### config.mk
export PLATFORM = sky130hd
export DESIGN_NAME = run_length_image_decoder_unit_flat
export DESIGN_NICKNAME = d
export VERILOG_FILES = /design/src/hdl/rlid_pkg.sv /design/src/hdl/rlid_ifs.sv /design/src/hdl/run_length_image_decoder_unit.sv /design/src/flat_wrapper.sv
export SDC_FILE = /design/constraint.sdc
export NUM_CORES = 1
export LEC_CHECK = 0
export ABC_CLOCK_PERIOD_IN_PS = 18000
export BUFFER_PORTS_ARGS = -buffer_cell sky130_fd_sc_hd__buf_2
export CORE_MARGIN = 5
export CORE_UTILIZATION = 60
export CTS_BUF_LIST = sky130_fd_sc_hd__clkbuf_8
export DETAILED_ROUTE_END_ITERATION = 7
export PLACE_DENSITY_LB_ADDON = 0.2
export SYNTH_ARGS = -nofsm -noshare
export SYNTH_HDL_FRONTEND = slang
export SYNTH_SLANG_ARGS = --single-unit
export TNS_END_PERCENT = 1
### constraint.sdc
create_clock -name clk -period 18 [get_ports clk]
set_clock_uncertainty 0.1 [all_clocks]
set_input_delay 1.8 -clock clk [delete_from_list [all_inputs] [get_ports clk]]
set_output_delay 1.8 -clock clk [all_outputs]
set_load 0.03 [all_outputs]
### src/hdl/rlid_pkg.sv
// Shared widths, register indexes and parameter defaults for the run-length image decoder.
package rlid_pkg;

  localparam int ROW_W     = 5;
  localparam int COL_W     = 10;
  localparam int CNT_W     = 11;
  localparam int VAL_W     = 8;
  localparam int LEN_W     = 15;
  localparam int POS_W     = 16;
  localparam int CFG_W     = 11;
  localparam int REG_IDX_W = 2;
  localparam int SPAN_N_W  = 7;

  localparam int MAX_ROWS_DEF   = 30;
  localparam int MAX_COLS_DEF   = 1024;
  localparam int PIXEL_BITS_DEF = 8;

  localparam logic [SPAN_N_W-1:0] SPAN_MAX = SPAN_N_W'(64);

  localparam logic [REG_IDX_W-1:0] REG_NUM_ROWS = 2'd0;
  localparam logic [REG_IDX_W-1:0] REG_NUM_COLS = 2'd1;
  localparam logic [REG_IDX_W-1:0] REG_MODE     = 2'd2;

  localparam logic CMD_RUN = 1'b0;
  localparam logic CMD_END = 1'b1;

endpackage

### src/hdl/rlid_ifs.sv
// Request and span channel interfaces of the run-length image decoder.
interface rlid_in_if;
  import rlid_pkg::*;
  logic             valid;
  logic             ready;
  logic             cmd;
  logic [ROW_W-1:0] start_row;
  logic [COL_W-1:0] start_col;
  logic [VAL_W-1:0] pixel_value;
  logic [LEN_W-1:0] run_length;

  modport source (output valid, cmd, start_row, start_col, pixel_value, run_length,
                  input ready);
  modport sink (input valid, cmd, start_row, start_col, pixel_value, run_length,
                output ready);
endinterface

interface rlid_out_if;
  import rlid_pkg::*;
  logic             valid;
  logic             ready;
  logic [ROW_W-1:0] span_row;
  logic [COL_W-1:0] span_first_col;
  logic [CNT_W-1:0] span_count;
  logic [VAL_W-1:0] span_value;
  logic             row_end;
  logic             last;

  modport source (output valid, span_row, span_first_col, span_count, span_value, row_end,
                  last, input ready);
  modport sink (input valid, span_row, span_first_col, span_count, span_value, row_end,
                last, output ready);
endinterface

### src/hdl/run_length_image_decoder_unit.sv
// A request runs through the setup states NORM, CUR, TGT and GAP, then one span per cycle while out is ready.
// A new request is accepted only in the idle state, after the last span of the previous one is loaded.
// The setup runs the shared multiply-add unit twice (current and target linear position).
// Reset (synchronous, rst_n low): position and full flag clear, num_rows 1, num_cols 1,
// mode 0, sequencer idle and no span pending.
module run_length_image_decoder_unit #(
  parameter int MAX_ROWS   = rlid_pkg::MAX_ROWS_DEF,
  parameter int MAX_COLS   = rlid_pkg::MAX_COLS_DEF,
  parameter int PIXEL_BITS = rlid_pkg::PIXEL_BITS_DEF
) (
  input  logic                           clk,
  input  logic                           rst_n,
  input  logic                           cfg_we,
  input  logic [rlid_pkg::REG_IDX_W-1:0] cfg_index,
  input  logic [rlid_pkg::CFG_W-1:0]     cfg_wdata,
  rlid_in_if.sink                        in_chan,
  rlid_out_if.source                     out_chan
);
  import rlid_pkg::*;

  localparam int ColLimitI = (MAX_COLS < 1024) ? MAX_COLS : 1024;
  localparam logic [CNT_W-1:0] ColLimit = CNT_W'(ColLimitI);
  localparam logic [ROW_W-1:0] RowLimit = ROW_W'(MAX_ROWS);
  localparam int ValBits = (PIXEL_BITS < VAL_W) ? PIXEL_BITS : VAL_W;
  localparam logic [VAL_W-1:0] ValMask = VAL_W'((1 << ValBits) - 1);

  typedef enum logic [2:0] {S_IDLE, S_NORM, S_CUR, S_TGT, S_GAP, S_EMIT} state_t;

  state_t              state_r;
  logic [ROW_W-1:0]    num_rows_r;
  logic [CNT_W-1:0]    num_cols_r;
  logic                mode_r;

  logic [ROW_W-1:0]    row_r;
  logic [COL_W-1:0]    col_r;
  logic                full_r;

  logic                cmd_r;
  logic [ROW_W-1:0]    srow_r;
  logic [COL_W-1:0]    scol_r;
  logic [VAL_W-1:0]    val_r;
  logic [LEN_W-1:0]    len_r;

  logic [POS_W-1:0]    acc_r;
  logic [POS_W-1:0]    cur_r;
  logic [POS_W-1:0]    cnt_r;
  logic                zero_r;
  logic                gap_r;
  logic [SPAN_N_W-1:0] n_r;

  logic                out_valid_r;
  logic [ROW_W-1:0]    out_row_r;
  logic [COL_W-1:0]    out_col_r;
  logic [CNT_W-1:0]    out_cnt_r;
  logic [VAL_W-1:0]    out_val_r;
  logic                out_row_end_r;
  logic                out_last_r;

  logic [ROW_W-1:0]    rows_eff;
  logic [CNT_W-1:0]    cols_eff;

  // shared multiply-add unit
  logic [ROW_W-1:0]    mul_a;
  logic [COL_W-1:0]    mul_c;
  logic [POS_W-1:0]    mul_res;

  logic [CNT_W-1:0]    room;
  logic [CNT_W-1:0]    take;
  logic [POS_W-1:0]    rem;
  logic [CNT_W-1:0]    col_sum;
  logic                span_row_end;
  logic [ROW_W-1:0]    row_inc;
  logic                full_new;
  logic [SPAN_N_W-1:0] n_inc;
  logic                more_here;
  logic                more_run;
  logic                span_last;
  logic                load_en;
  logic                norm_wrap;

  always_comb begin
    rows_eff = (num_rows_r > RowLimit) ? RowLimit : num_rows_r;
    cols_eff = (num_cols_r > ColLimit) ? ColLimit : num_cols_r;
    if (cols_eff == '0) begin
      cols_eff = CNT_W'(1);
    end
  end

  always_comb begin
    if (state_r == S_CUR) begin
      mul_a = row_r;
      mul_c = col_r;
    end else if (cmd_r == CMD_END) begin
      mul_a = rows_eff;
      mul_c = '0;
    end else begin
      mul_a = srow_r;
      mul_c = scol_r;
    end
    mul_res = POS_W'(mul_a) * POS_W'(cols_eff) + POS_W'(mul_c);
  end

  assign norm_wrap = ({1'b0, col_r} >= cols_eff);

  // one span per cycle while out is ready: clip the remaining count at the row end
  always_comb begin
    room         = cols_eff - {1'b0, col_r};
    take         = (cnt_r < POS_W'(room)) ? cnt_r[CNT_W-1:0] : room;
    rem          = cnt_r - POS_W'(take);
    col_sum      = {1'b0, col_r} + take;
    span_row_end = (col_sum == cols_eff);
    row_inc      = row_r + ROW_W'(1);
    full_new     = span_row_end && (row_inc >= rows_eff);
    n_inc        = n_r + SPAN_N_W'(1);
    more_here    = (rem != '0) && !full_new && (n_inc != SPAN_MAX);
    more_run     = gap_r && (len_r != '0) && !full_new && (n_inc != SPAN_MAX);
    span_last    = !(more_here || more_run);
  end

  assign load_en = (state_r == S_EMIT) && (!out_valid_r || out_chan.ready);

  always_ff @(posedge clk) begin
    if (!rst_n) begin
      state_r     <= S_IDLE;
      num_rows_r  <= ROW_W'(1);
      num_cols_r  <= CNT_W'(1);
      mode_r      <= 1'b0;
      row_r       <= '0;
      col_r       <= '0;
      full_r      <= 1'b0;
      n_r         <= '0;
      out_valid_r <= 1'b0;
    end else begin
      if (cfg_we) begin
        unique case (cfg_index)
          REG_NUM_ROWS: num_rows_r <= cfg_wdata[ROW_W-1:0];
          REG_NUM_COLS: num_cols_r <= cfg_wdata;
          REG_MODE:     mode_r     <= cfg_wdata[0];
          default: ;
        endcase
      end

      if (out_valid_r && out_chan.ready && !load_en) begin
        out_valid_r <= 1'b0;
      end

      unique case (state_r)
        S_IDLE: begin
          if (in_chan.valid) begin
            cmd_r   <= in_chan.cmd;
            srow_r  <= in_chan.start_row;
            scol_r  <= in_chan.start_col;
            val_r   <= in_chan.pixel_value & ValMask;
            len_r   <= in_chan.run_length;
            state_r <= S_NORM;
          end
        end
        S_NORM: begin
          // a column left past the row end by a width change wraps to the next row
          if (norm_wrap) begin
            col_r  <= '0;
            row_r  <= row_inc;
            full_r <= full_r || (row_inc >= rows_eff);
          end else begin
            full_r <= full_r || (row_r >= rows_eff);
          end
          state_r <= S_CUR;
        end
        S_CUR: begin
          acc_r   <= mul_res;
          state_r <= S_TGT;
        end
        S_TGT: begin
          cur_r   <= acc_r;
          acc_r   <= mul_res;
          state_r <= S_GAP;
        end
        S_GAP: begin
          n_r <= '0;
          if (full_r) begin
            if (cmd_r == CMD_END) begin
              row_r  <= '0;
              col_r  <= '0;
              full_r <= 1'b0;
            end
            state_r <= S_IDLE;
          end else if (cmd_r == CMD_END) begin
            cnt_r   <= acc_r - cur_r;
            zero_r  <= 1'b1;
            gap_r   <= 1'b0;
            state_r <= S_EMIT;
          end else if (mode_r && (acc_r > cur_r)) begin
            cnt_r   <= acc_r - cur_r;
            zero_r  <= 1'b1;
            gap_r   <= 1'b1;
            state_r <= S_EMIT;
          end else if (len_r != '0) begin
            cnt_r   <= POS_W'(len_r);
            zero_r  <= 1'b0;
            gap_r   <= 1'b0;
            state_r <= S_EMIT;
          end else begin
            state_r <= S_IDLE;
          end
        end
        S_EMIT: begin
          if (load_en) begin
            out_valid_r   <= 1'b1;
            out_row_r     <= row_r;
            out_col_r     <= col_r;
            out_cnt_r     <= take;
            out_val_r     <= zero_r ? '0 : val_r;
            out_row_end_r <= span_row_end;
            out_last_r    <= span_last;
            n_r           <= n_inc;
            if (span_last && (cmd_r == CMD_END)) begin
              // end of image: rewind for the next one
              row_r  <= '0;
              col_r  <= '0;
              full_r <= 1'b0;
            end else begin
              col_r  <= span_row_end ? '0 : col_sum[COL_W-1:0];
              row_r  <= span_row_end ? row_inc : row_r;
              full_r <= full_new;
            end
            if (more_here) begin
              cnt_r <= rem;
            end else if (more_run) begin
              cnt_r  <= POS_W'(len_r);
              zero_r <= 1'b0;
              gap_r  <= 1'b0;
            end else begin
              state_r <= S_IDLE;
            end
          end
        end
        default: state_r <= S_IDLE;
      endcase
    end
  end

  assign in_chan.ready           = (state_r == S_IDLE);
  assign out_chan.valid          = out_valid_r;
  assign out_chan.span_row       = out_row_r;
  assign out_chan.span_first_col = out_col_r;
  assign out_chan.span_count     = out_cnt_r;
  assign out_chan.span_value     = out_val_r;
  assign out_chan.row_end        = out_row_end_r;
  assign out_chan.last           = out_last_r;

  // a span that is not the last of its request leaves the sequencer busy
  a_more_pending: assert property (@(posedge clk) disable iff (!rst_n)
    out_chan.valid && !out_chan.last |-> state_r == S_EMIT)
    else $error("span without last flag while sequencer idle");

  // a span stays inside one row
  a_span_in_row: assert property (@(posedge clk) disable iff (!rst_n)
    out_chan.valid |-> ({1'b0, out_chan.span_first_col} + out_chan.span_count) <= cols_eff)
    else $error("span crosses row end");

  // row end flag marks exactly the spans that reach the last column
  a_row_end: assert property (@(posedge clk) disable iff (!rst_n)
    out_chan.valid |->
      out_chan.row_end == (({1'b0, out_chan.span_first_col} + out_chan.span_count) == cols_eff))
    else $error("row end flag mismatch");

  // span counter never passes its limit
  a_span_limit: assert property (@(posedge clk) disable iff (!rst_n)
    n_r <= SPAN_MAX)
    else $error("too many spans for one request");

endmodule

### src/flat_wrapper.sv
// flat-port wrapper written by rule: the top's interface ports become plain ports
module run_length_image_decoder_unit_flat import rlid_pkg::*;
#(
  parameter int MAX_ROWS   = rlid_pkg::MAX_ROWS_DEF,
  parameter int MAX_COLS   = rlid_pkg::MAX_COLS_DEF,
  parameter int PIXEL_BITS = rlid_pkg::PIXEL_BITS_DEF
)
  (clk, rst_n, cfg_we, cfg_index, cfg_wdata, in_chan_valid, in_chan_cmd, in_chan_start_row, in_chan_start_col, in_chan_pixel_value, in_chan_run_length, in_chan_ready, out_chan_valid, out_chan_span_row, out_chan_span_first_col, out_chan_span_count, out_chan_span_value, out_chan_row_end, out_chan_last, out_chan_ready);
  rlid_in_if in_chan_i ();
  rlid_out_if out_chan_i ();
  input  logic clk;
  input  logic rst_n;
  input  logic cfg_we;
  input  logic [rlid_pkg::REG_IDX_W-1:0] cfg_index;
  input  logic [rlid_pkg::CFG_W-1:0] cfg_wdata;
  input wire logic [$bits(in_chan_i.valid)-1:0] in_chan_valid;
  input wire logic [$bits(in_chan_i.cmd)-1:0] in_chan_cmd;
  input wire logic [$bits(in_chan_i.start_row)-1:0] in_chan_start_row;
  input wire logic [$bits(in_chan_i.start_col)-1:0] in_chan_start_col;
  input wire logic [$bits(in_chan_i.pixel_value)-1:0] in_chan_pixel_value;
  input wire logic [$bits(in_chan_i.run_length)-1:0] in_chan_run_length;
  output wire logic [$bits(in_chan_i.ready)-1:0] in_chan_ready;
  output wire logic [$bits(out_chan_i.valid)-1:0] out_chan_valid;
  output wire logic [$bits(out_chan_i.span_row)-1:0] out_chan_span_row;
  output wire logic [$bits(out_chan_i.span_first_col)-1:0] out_chan_span_first_col;
  output wire logic [$bits(out_chan_i.span_count)-1:0] out_chan_span_count;
  output wire logic [$bits(out_chan_i.span_value)-1:0] out_chan_span_value;
  output wire logic [$bits(out_chan_i.row_end)-1:0] out_chan_row_end;
  output wire logic [$bits(out_chan_i.last)-1:0] out_chan_last;
  input wire logic [$bits(out_chan_i.ready)-1:0] out_chan_ready;
  assign in_chan_i.valid = in_chan_valid;
  assign in_chan_i.cmd = in_chan_cmd;
  assign in_chan_i.start_row = in_chan_start_row;
  assign in_chan_i.start_col = in_chan_start_col;
  assign in_chan_i.pixel_value = in_chan_pixel_value;
  assign in_chan_i.run_length = in_chan_run_length;
  assign in_chan_ready = in_chan_i.ready;
  assign out_chan_valid = out_chan_i.valid;
  assign out_chan_span_row = out_chan_i.span_row;
  assign out_chan_span_first_col = out_chan_i.span_first_col;
  assign out_chan_span_count = out_chan_i.span_count;
  assign out_chan_span_value = out_chan_i.span_value;
  assign out_chan_row_end = out_chan_i.row_end;
  assign out_chan_last = out_chan_i.last;
  assign out_chan_i.ready = out_chan_ready;
  run_length_image_decoder_unit #(.MAX_ROWS(MAX_ROWS), .MAX_COLS(MAX_COLS), .PIXEL_BITS(PIXEL_BITS)) u_core (.clk(clk), .rst_n(rst_n), .cfg_we(cfg_we), .cfg_index(cfg_index), .cfg_wdata(cfg_wdata), .in_chan(in_chan_i), .out_chan(out_chan_i));
endmodule
# Word-level counts from Yosys, hierarchy flattened
# Cells that the tools add are included.
dict set report classes {
  reduce_logical 41
  addsub 7
  mul 1
  order_cmp 7
  n_mux 61
  eq_ne 21
}
# cell count
set ops {}
lappend ops {{$mux 16} 7}
lappend ops {{$mux 10} 8}
lappend ops {{$mux 5} 9}
lappend ops {{$mux 11} 3}
lappend ops {{$pmux 16 s2} 1}
lappend ops {{$pmux 10 s3} 1}
lappend ops {{$mux 3} 8}
lappend ops {{$pmux 3 s6} 1}
lappend ops {{$mux 1} 17}
lappend ops {{$add 16x10->16} 1}
lappend ops {{$gt 16x16->1} 1}
lappend ops {{$lt 16x11->1} 1}
lappend ops {{$mul 5x11->16} 1}
lappend ops {{$reduce_bool 16->1} 1}
lappend ops {{$sub 16x11->16} 1}
lappend ops {{$sub 16x16->16} 1}
lappend ops {{$pmux 5 s3} 1}
lappend ops {{$reduce_bool 15->1} 1}
lappend ops {{$pmux 7 s2} 1}
lappend ops {{$reduce_and 2->1} 7}
lappend ops {{$reduce_and 6->1} 2}
lappend ops {{$add 10x11->11} 1}
lappend ops {{$eq 11x11->1} 1}
lappend ops {{$ge 10x11->1} 1}
lappend ops {{33 further kinds} 61}
dict set report word_totals {
  in_bits 57
  register_bits 169
  output_inout_bits 38
}

# Longest topological paths before layout
dict set report depth {
  ltp_word 19
  depth_mapped 38
  ltp_nobuf 34
}

# Worst setup path before layout
# No wires, ideal clock.
dict set report synth_timing {
  kind {register to register}
  start {register u_core.num_cols_r[10]}
  end {register u_core.cnt_r[0] (enable)}
  slack_ns 9.586
  arrival_time_ns 7.920
  stages_incl_launch_ff 34
  period_less_slack_ns 8.414
  path_buffers 5
  setup_time_ns 0.394
  cell_sequence {dfxtp_1 clkbuf_1 or2_2 clkbuf_1 ha_1 inv_1 ha_1 or3_1 nor3b_1 nor2_1 xnor2_1 ha_1 o21ai_0 a21oi_1 o21a_1 nor2_1 clkbuf_1 buf_1 clkbuf_1 o21ai_0 fa_1 a21o_1 a21oi_1 o21bai_1 a211o_1 a31o_2 a21oi_1 xnor2_1 nor3_1 a32oi_1 inv_1 nor2_1 inv_1 a21oi_1}
}
dict set report synth_via {
  elab_chain_cells 15
}
# element line
set synth_rtl {}
lappend synth_rtl {{from (decl)} run_length_image_decoder_unit.sv:31} ;# logic [CNT_W-1:0] num_cols_r;
lappend synth_rtl {{from (signal assigned)} run_length_image_decoder_unit.sv:137} ;# REG_NUM_COLS: num_cols_r <= cfg_wdata;
lappend synth_rtl {{$gt 11x11->1} run_length_image_decoder_unit.sv:83} ;# cols_eff = (num_cols_r > ColLimit) ? ColLimit : num_cols_r;
lappend synth_rtl {{$mux 11 *} run_length_image_decoder_unit.sv:83}
lappend synth_rtl {{$logic_not 11->1} run_length_image_decoder_unit.sv:84} ;# if (cols_eff == '0) begin
lappend synth_rtl {{$mux 11 *} run_length_image_decoder_unit.sv:84}
lappend synth_rtl {{$sub 11x10->11} run_length_image_decoder_unit.sv:107} ;# room = cols_eff - {1'b0, col_r};
lappend synth_rtl {{$lt 16x11->1} run_length_image_decoder_unit.sv:108} ;# take = (cnt_r < POS_W'(room)) ? cnt_r[CNT_W-1:0] : room;
lappend synth_rtl {{$mux 11} run_length_image_decoder_unit.sv:108}
lappend synth_rtl {{$add 10x11->11} run_length_image_decoder_unit.sv:110} ;# col_sum = {1'b0, col_r} + take;
lappend synth_rtl {{$eq 11x11->1 *} run_length_image_decoder_unit.sv:111} ;# span_row_end = (col_sum == cols_eff);
lappend synth_rtl {{via u_core.span_row_end} run_length_image_decoder_unit.sv:71} ;# logic span_row_end;
lappend synth_rtl {{$logic_and 1x1->1 *} run_length_image_decoder_unit.sv:113} ;# full_new = span_row_end && (row_inc >= rows_eff);
lappend synth_rtl {{$logic_not 1->1 *} {run_length_image_decoder_unit.sv:115, run_length_image_decoder_unit.sv:116}}
lappend synth_rtl {{$logic_and 1x1->1 (on tied branches) (2 in a row)} {run_length_image_decoder_unit.sv:116, run_length_image_decoder_unit.sv:115}}
lappend synth_rtl {{$ne 3x1->1 (no line) *} --}
lappend synth_rtl {{$reduce_and 6->1 (no line) *} --}
lappend synth_rtl {{to (signal assigned)} run_length_image_decoder_unit.sv:188} ;# cnt_r <= acc_r - cur_r;
lappend synth_rtl {{to (signal assigned)} run_length_image_decoder_unit.sv:193} ;# cnt_r <= acc_r - cur_r;
lappend synth_rtl {{to (signal assigned)} run_length_image_decoder_unit.sv:198} ;# cnt_r <= POS_W'(len_r);
lappend synth_rtl {{to (decl)} run_length_image_decoder_unit.sv:46} ;# logic [POS_W-1:0] cnt_r;
# The timed path passes the listed nets; every way through them passes the cells marked *.
# A chain may end at the register's enable or synchronous reset.

# Worst setup path in the final report
dict set report layout_timing {
  start {register u_core.num_cols_r[10]}
  end {register u_core.row_r[3]}
}
dict set report layout_via {
  elab_chain_cells 19
}
# element line
set layout_rtl {}
lappend layout_rtl {{$gt 11x11->1} run_length_image_decoder_unit.sv:83}
lappend layout_rtl {{$mux 11 *} run_length_image_decoder_unit.sv:83}
lappend layout_rtl {{$logic_not 11->1} run_length_image_decoder_unit.sv:84}
lappend layout_rtl {{$mux 11 *} run_length_image_decoder_unit.sv:84}
lappend layout_rtl {{$sub 11x10->11 *} run_length_image_decoder_unit.sv:107}
lappend layout_rtl {{$lt 16x11->1} run_length_image_decoder_unit.sv:108}
lappend layout_rtl {{$mux 11 *} run_length_image_decoder_unit.sv:108}
lappend layout_rtl {{via u_core.take[0]} run_length_image_decoder_unit.sv:68} ;# logic [CNT_W-1:0] take;
lappend layout_rtl {{[... 3 more ...]} --}
lappend layout_rtl {{$logic_not 1->1} {run_length_image_decoder_unit.sv:115, run_length_image_decoder_unit.sv:116}}
lappend layout_rtl {{$logic_and 1x1->1 (on tied branches) (2 in a row)} {run_length_image_decoder_unit.sv:115, run_length_image_decoder_unit.sv:116}}
lappend layout_rtl {{$logic_or 1x1->1} run_length_image_decoder_unit.sv:117} ;# span_last = !(more_here || more_run);
lappend layout_rtl {{$logic_not 1->1} run_length_image_decoder_unit.sv:117}
lappend layout_rtl {{$logic_and 1x1->1} run_length_image_decoder_unit.sv:216} ;# if (span_last && (cmd_r == CMD_END)) begin
lappend layout_rtl {{$mux 5} run_length_image_decoder_unit.sv:216}
lappend layout_rtl {{$mux 5} run_length_image_decoder_unit.sv:207} ;# if (load_en) begin
lappend layout_rtl {{$pmux 5 s3} run_length_image_decoder_unit.sv:147} ;# unique case (state_r)
lappend layout_rtl {{to (signal assigned)} run_length_image_decoder_unit.sv:162} ;# row_r <= row_inc;
lappend layout_rtl {{to (signal assigned)} run_length_image_decoder_unit.sv:223} ;# row_r <= span_row_end ? row_inc : row_r;
lappend layout_rtl {{to (decl)} run_length_image_decoder_unit.sv:34} ;# logic [ROW_W-1:0] row_r;
# The timed path passes the listed nets; every way through them passes the cells marked *. The select of a mux whose other input is x is not followed.

==> impl_metrics.py <==
metrics = {
    "placed_design": {
        "dp_hpwl_um": 23600,
        "gp_congestion": 0.978,
        "dpl-instance-area_um2": 12600,
        "port_buffers": 94,
    },
    "cells_and_area": {
        "nets": 1469,
        "diodes": 0,
        "fillerInstances": 1568,
        "syn2layout_area_growth_pct": 9.72,
        "final_cell_mix": "edfxtp_1, inv_1, nand2_1",
        "drive_gt1_frac": 0.137,
        "fin_area_um2": 13000,
        "final_common_cell": "edfxtp_1",
    },
    "synthesis": {
        "syn_avg_cell_area_um2": 9.89,
        "async_flop_share": 0,
        "synth_compound_area_frac": 0.160,
        "syn-instance-count": 1202,
        "synth_xor_area_frac": 0.0543,
        "synth-main-ff-cell": "edfxtp_1",
        "syn-num-nets": 1386,
        "ys_warn_count": 0,
        "yosys.area_share.simple": 0.165,
        "yosysSeqAreaShare": 0.390,
        "synth_fa_ha_area_frac": 0.162,
        "synth_mux_area_frac": 0.0177,
        "synth_edf_count": 125,
        "synth_top_family_by_area": "simple AND/OR/NAND/NOR gates",
        "synth_cell_types": 82,
        "ys_ff_latch": 169,
        "syn_area_um2": 11900,
    },
    "power_and_ir_drop": {
        "p_seq_frac": 0.466,
        "vdd_drop_max_uv": 51.3,
        "clkPwrFrac": 0.292,
        "p_int_uw": 652,
        "sw_frac_of_total": 0.328,
        "p_sw_uw": 318,
        "p_comb_frac": 0.242,
        "p_per_area_nw_per_um2": 74.4,
        "leakagePower_uw": 0.00552,
        "power.total_uw": 970,
    },
    "floorplan": {
        "start_util": 0.611,
        "die_w_um": 151,
        "ios": 95,
        "fp.coreArea_um2": 19500,
        "die_y_um": 151,
        "die_area_um2": 22700,
        "rows": 51,
    },
    "setup_path": {
        "arrival_ps": 9820,
        "crit_fanout": 15,
        "crit_top_cell": "ha_1",
        "critical_path_class": "reg2reg",
        "critPathSlowestCell": "nor4_1",
        "cpPeakStageDelay_ps": 930,
        "startpoint_type": "flop",
        "crit_path_end_kind": "flop",
        "crit_required_ps": 18260,
    },
    "drt": {
        "drt_iter0_markers": 695,
        "via_count": 9331,
        "firstDrtPassIters": 8,
        "viasPerCell": 5.97,
        "drc_errors": 0,
        "ant_nets": 0,
        "wl_per_cell_um": 19.2,
        "drt-total-wl_um": 30100,
    },
    "sta": {
        "rsz0062_at_grt": "false",
        "fin_crit_ps": 9560,
        "relSlewSlack": 0.230,
        "slew_viol_final": 0,
        "hold_viol_final": 0,
        "fmax_mhz": 105,
        "post-route-period-util": 0.531,
        "worst_pin_slew_ps": 1140,
        "setup_violations": 0,
        "finalSetupTns_ps": 0,
    },
    "clock_network": {
        "path_clk_slew_ps": 100,
        "cts.sink_count": 169,
        "clock-root-buffer": "clkbuf_8",
        "postCtsHoldBufs": 0,
        "cts_made_buffers": 17,
        "cts_tree": "done",
        "cts_setup_buffers": 0,
        "clkLatencyLatePin_ps": 470,
        "htreeDepth": 4,
        "cts_resized": 0,
        "clockBufferDepth": 2,
    },
    "global_routing": {
        "grt_pass1_vias": 8863,
        "grt_use_total": 0.268,
        "grt_max_degree": 40,
        "grt_pass1_wl_um": 46800,
        "antenna_found_initial": 0,
        "grt_overflow": 0,
    },
    "worst_hold_path": {
        "hold_class": "reg2reg",
    },
    "run_status": {
        "outcome": "completed",
    },
    "run": {
        "cap_viol_max_count": 0,
    },
}
metrics by stage:
stage / worst slack [ps] / hold WS [ps] / cells / utilization
finish: 8440 / 371 / 1563 / 0.670
global route: 7790 / 383 / 1563 / 0.670
CTS: 8660 / 368 / 1563 / 0.670
detailed placement: 8750 / 346 / 1531 / 0.649
global placement: 8980 / 339 / 1531 / 0.649
floorplan: 9590 / 326 / 1202 / -
cells in the mapped netlist (9+ instances only):
master	count	area, um^2
nand4_1	10	62.6
nor3_1	20	100
xor2_1	20	175
clkbuf_1	32	120
mux2i_1	21	210
and2_1	15	93.8
ha_1	88	1100
and3_1	9	56.3
nand2_1	110	413
a21oi_1	58	290
nor3b_1	9	67.6
edfxtp_1	125	3750
o21a_1	11	82.6
a21o_1	20	150
nand2b_1	28	175
inv_1	114	428
nor2_1	63	236
xnor2_1	44	385
fa_1	39	781
nor4_1	9	56.3
o21ai_0	68	340
nor2b_1	49	307
dfxtp_1	44	881
nand3_1	19	95.1
o221a_2	11	124
a22o_1	11	96.3
worst max-delay path, delay by kind of cell (launching register included):
family,cells,cell delay (ps)
and+or+nand+nor,8,2970
AOI/OAI and AO/OA,14,3400
adders and majority gates,5,1550
buffers and inverters,4,690
DFF,1,530
xor gates and xnor gates,1,190
power groups by stage:
stage	clock (uW)	sequential (uW)	combinational, uW
floorplan	0	455	171
global placement	0	460	228
global route	305	453	259
CTS	287	452	233
finish	283	452	235
detailed placement	0	461	232
final timing paths:
kind | from | end | slack [ps] | depth (start not counted)
min reg2reg | u_core.acc_r[0]$_DFFE_PP_ | u_core.cur_r[0]$_DFFE_PP_ | 370 | 0
min | u_core.acc_r[0]$_DFFE_PP_ | u_core.cur_r[0]$_DFFE_PP_ | 370 | 0
max | u_core.num_cols_r[10]$_SDFFE_PN0P_ | u_core.row_r[3]$_SDFFE_PN0P_ | 8440 | 32
max reg2reg | u_core.num_cols_r[10]$_SDFFE_PN0P_ | u_core.row_r[3]$_SDFFE_PN0P_ | 8440 | 32
flip-flops by register name, indices dropped and copies added, names as in the netlist, 5 cells and up:
signal	cells
u_core.acc_r	16
u_core.cnt_r	16
u_core.col_r	10
u_core.cur_r	16
u_core.len_r	15
u_core.n_r	7
u_core.num_cols_r	11
u_core.num_rows_r	5
u_core.out_chan.span_count	11
u_core.out_chan.span_first_col	10
u_core.out_chan.span_row	5
u_core.out_chan.span_value	8
u_core.row_r	5
u_core.scol_r	10
u_core.srow_r	5
u_core.val_r	8
area by class of cell:
cell class / count / area [um^2] / share of cell area
Tap cell: 265 / 332 / 0.0254
Clock buffer: 17 / 234 / 0.0179
Multi-Input combinational cell: 873 / 6650 / 0.510
Inverter: 116 / 435 / 0.0334
Clock inverter: 15 / 183 / 0.0140
Timing Repair Buffer: 108 / 576 / 0.0441
Sequential cell: 169 / 4630 / 0.355
layer usage:
metal,wire length [um],global-route usage,share of wire
met4,864,0.0929,0.029
met1,12900,0.366,0.43
met5,0,0,0
met2,14200,0.429,0.47
met3,2090,0.0509,0.069
cell families (layout without fill, tap and decap cells):
family,Yosys count,count (layout)
compound gates,276,276
xor+xnor,68,68
fa+ha+maj,131,131
buf+inv,160,256
flops,169,169
mux,21,21
simple gates,377,377
No activity file was read; power rests on OpenSTA's default activity.
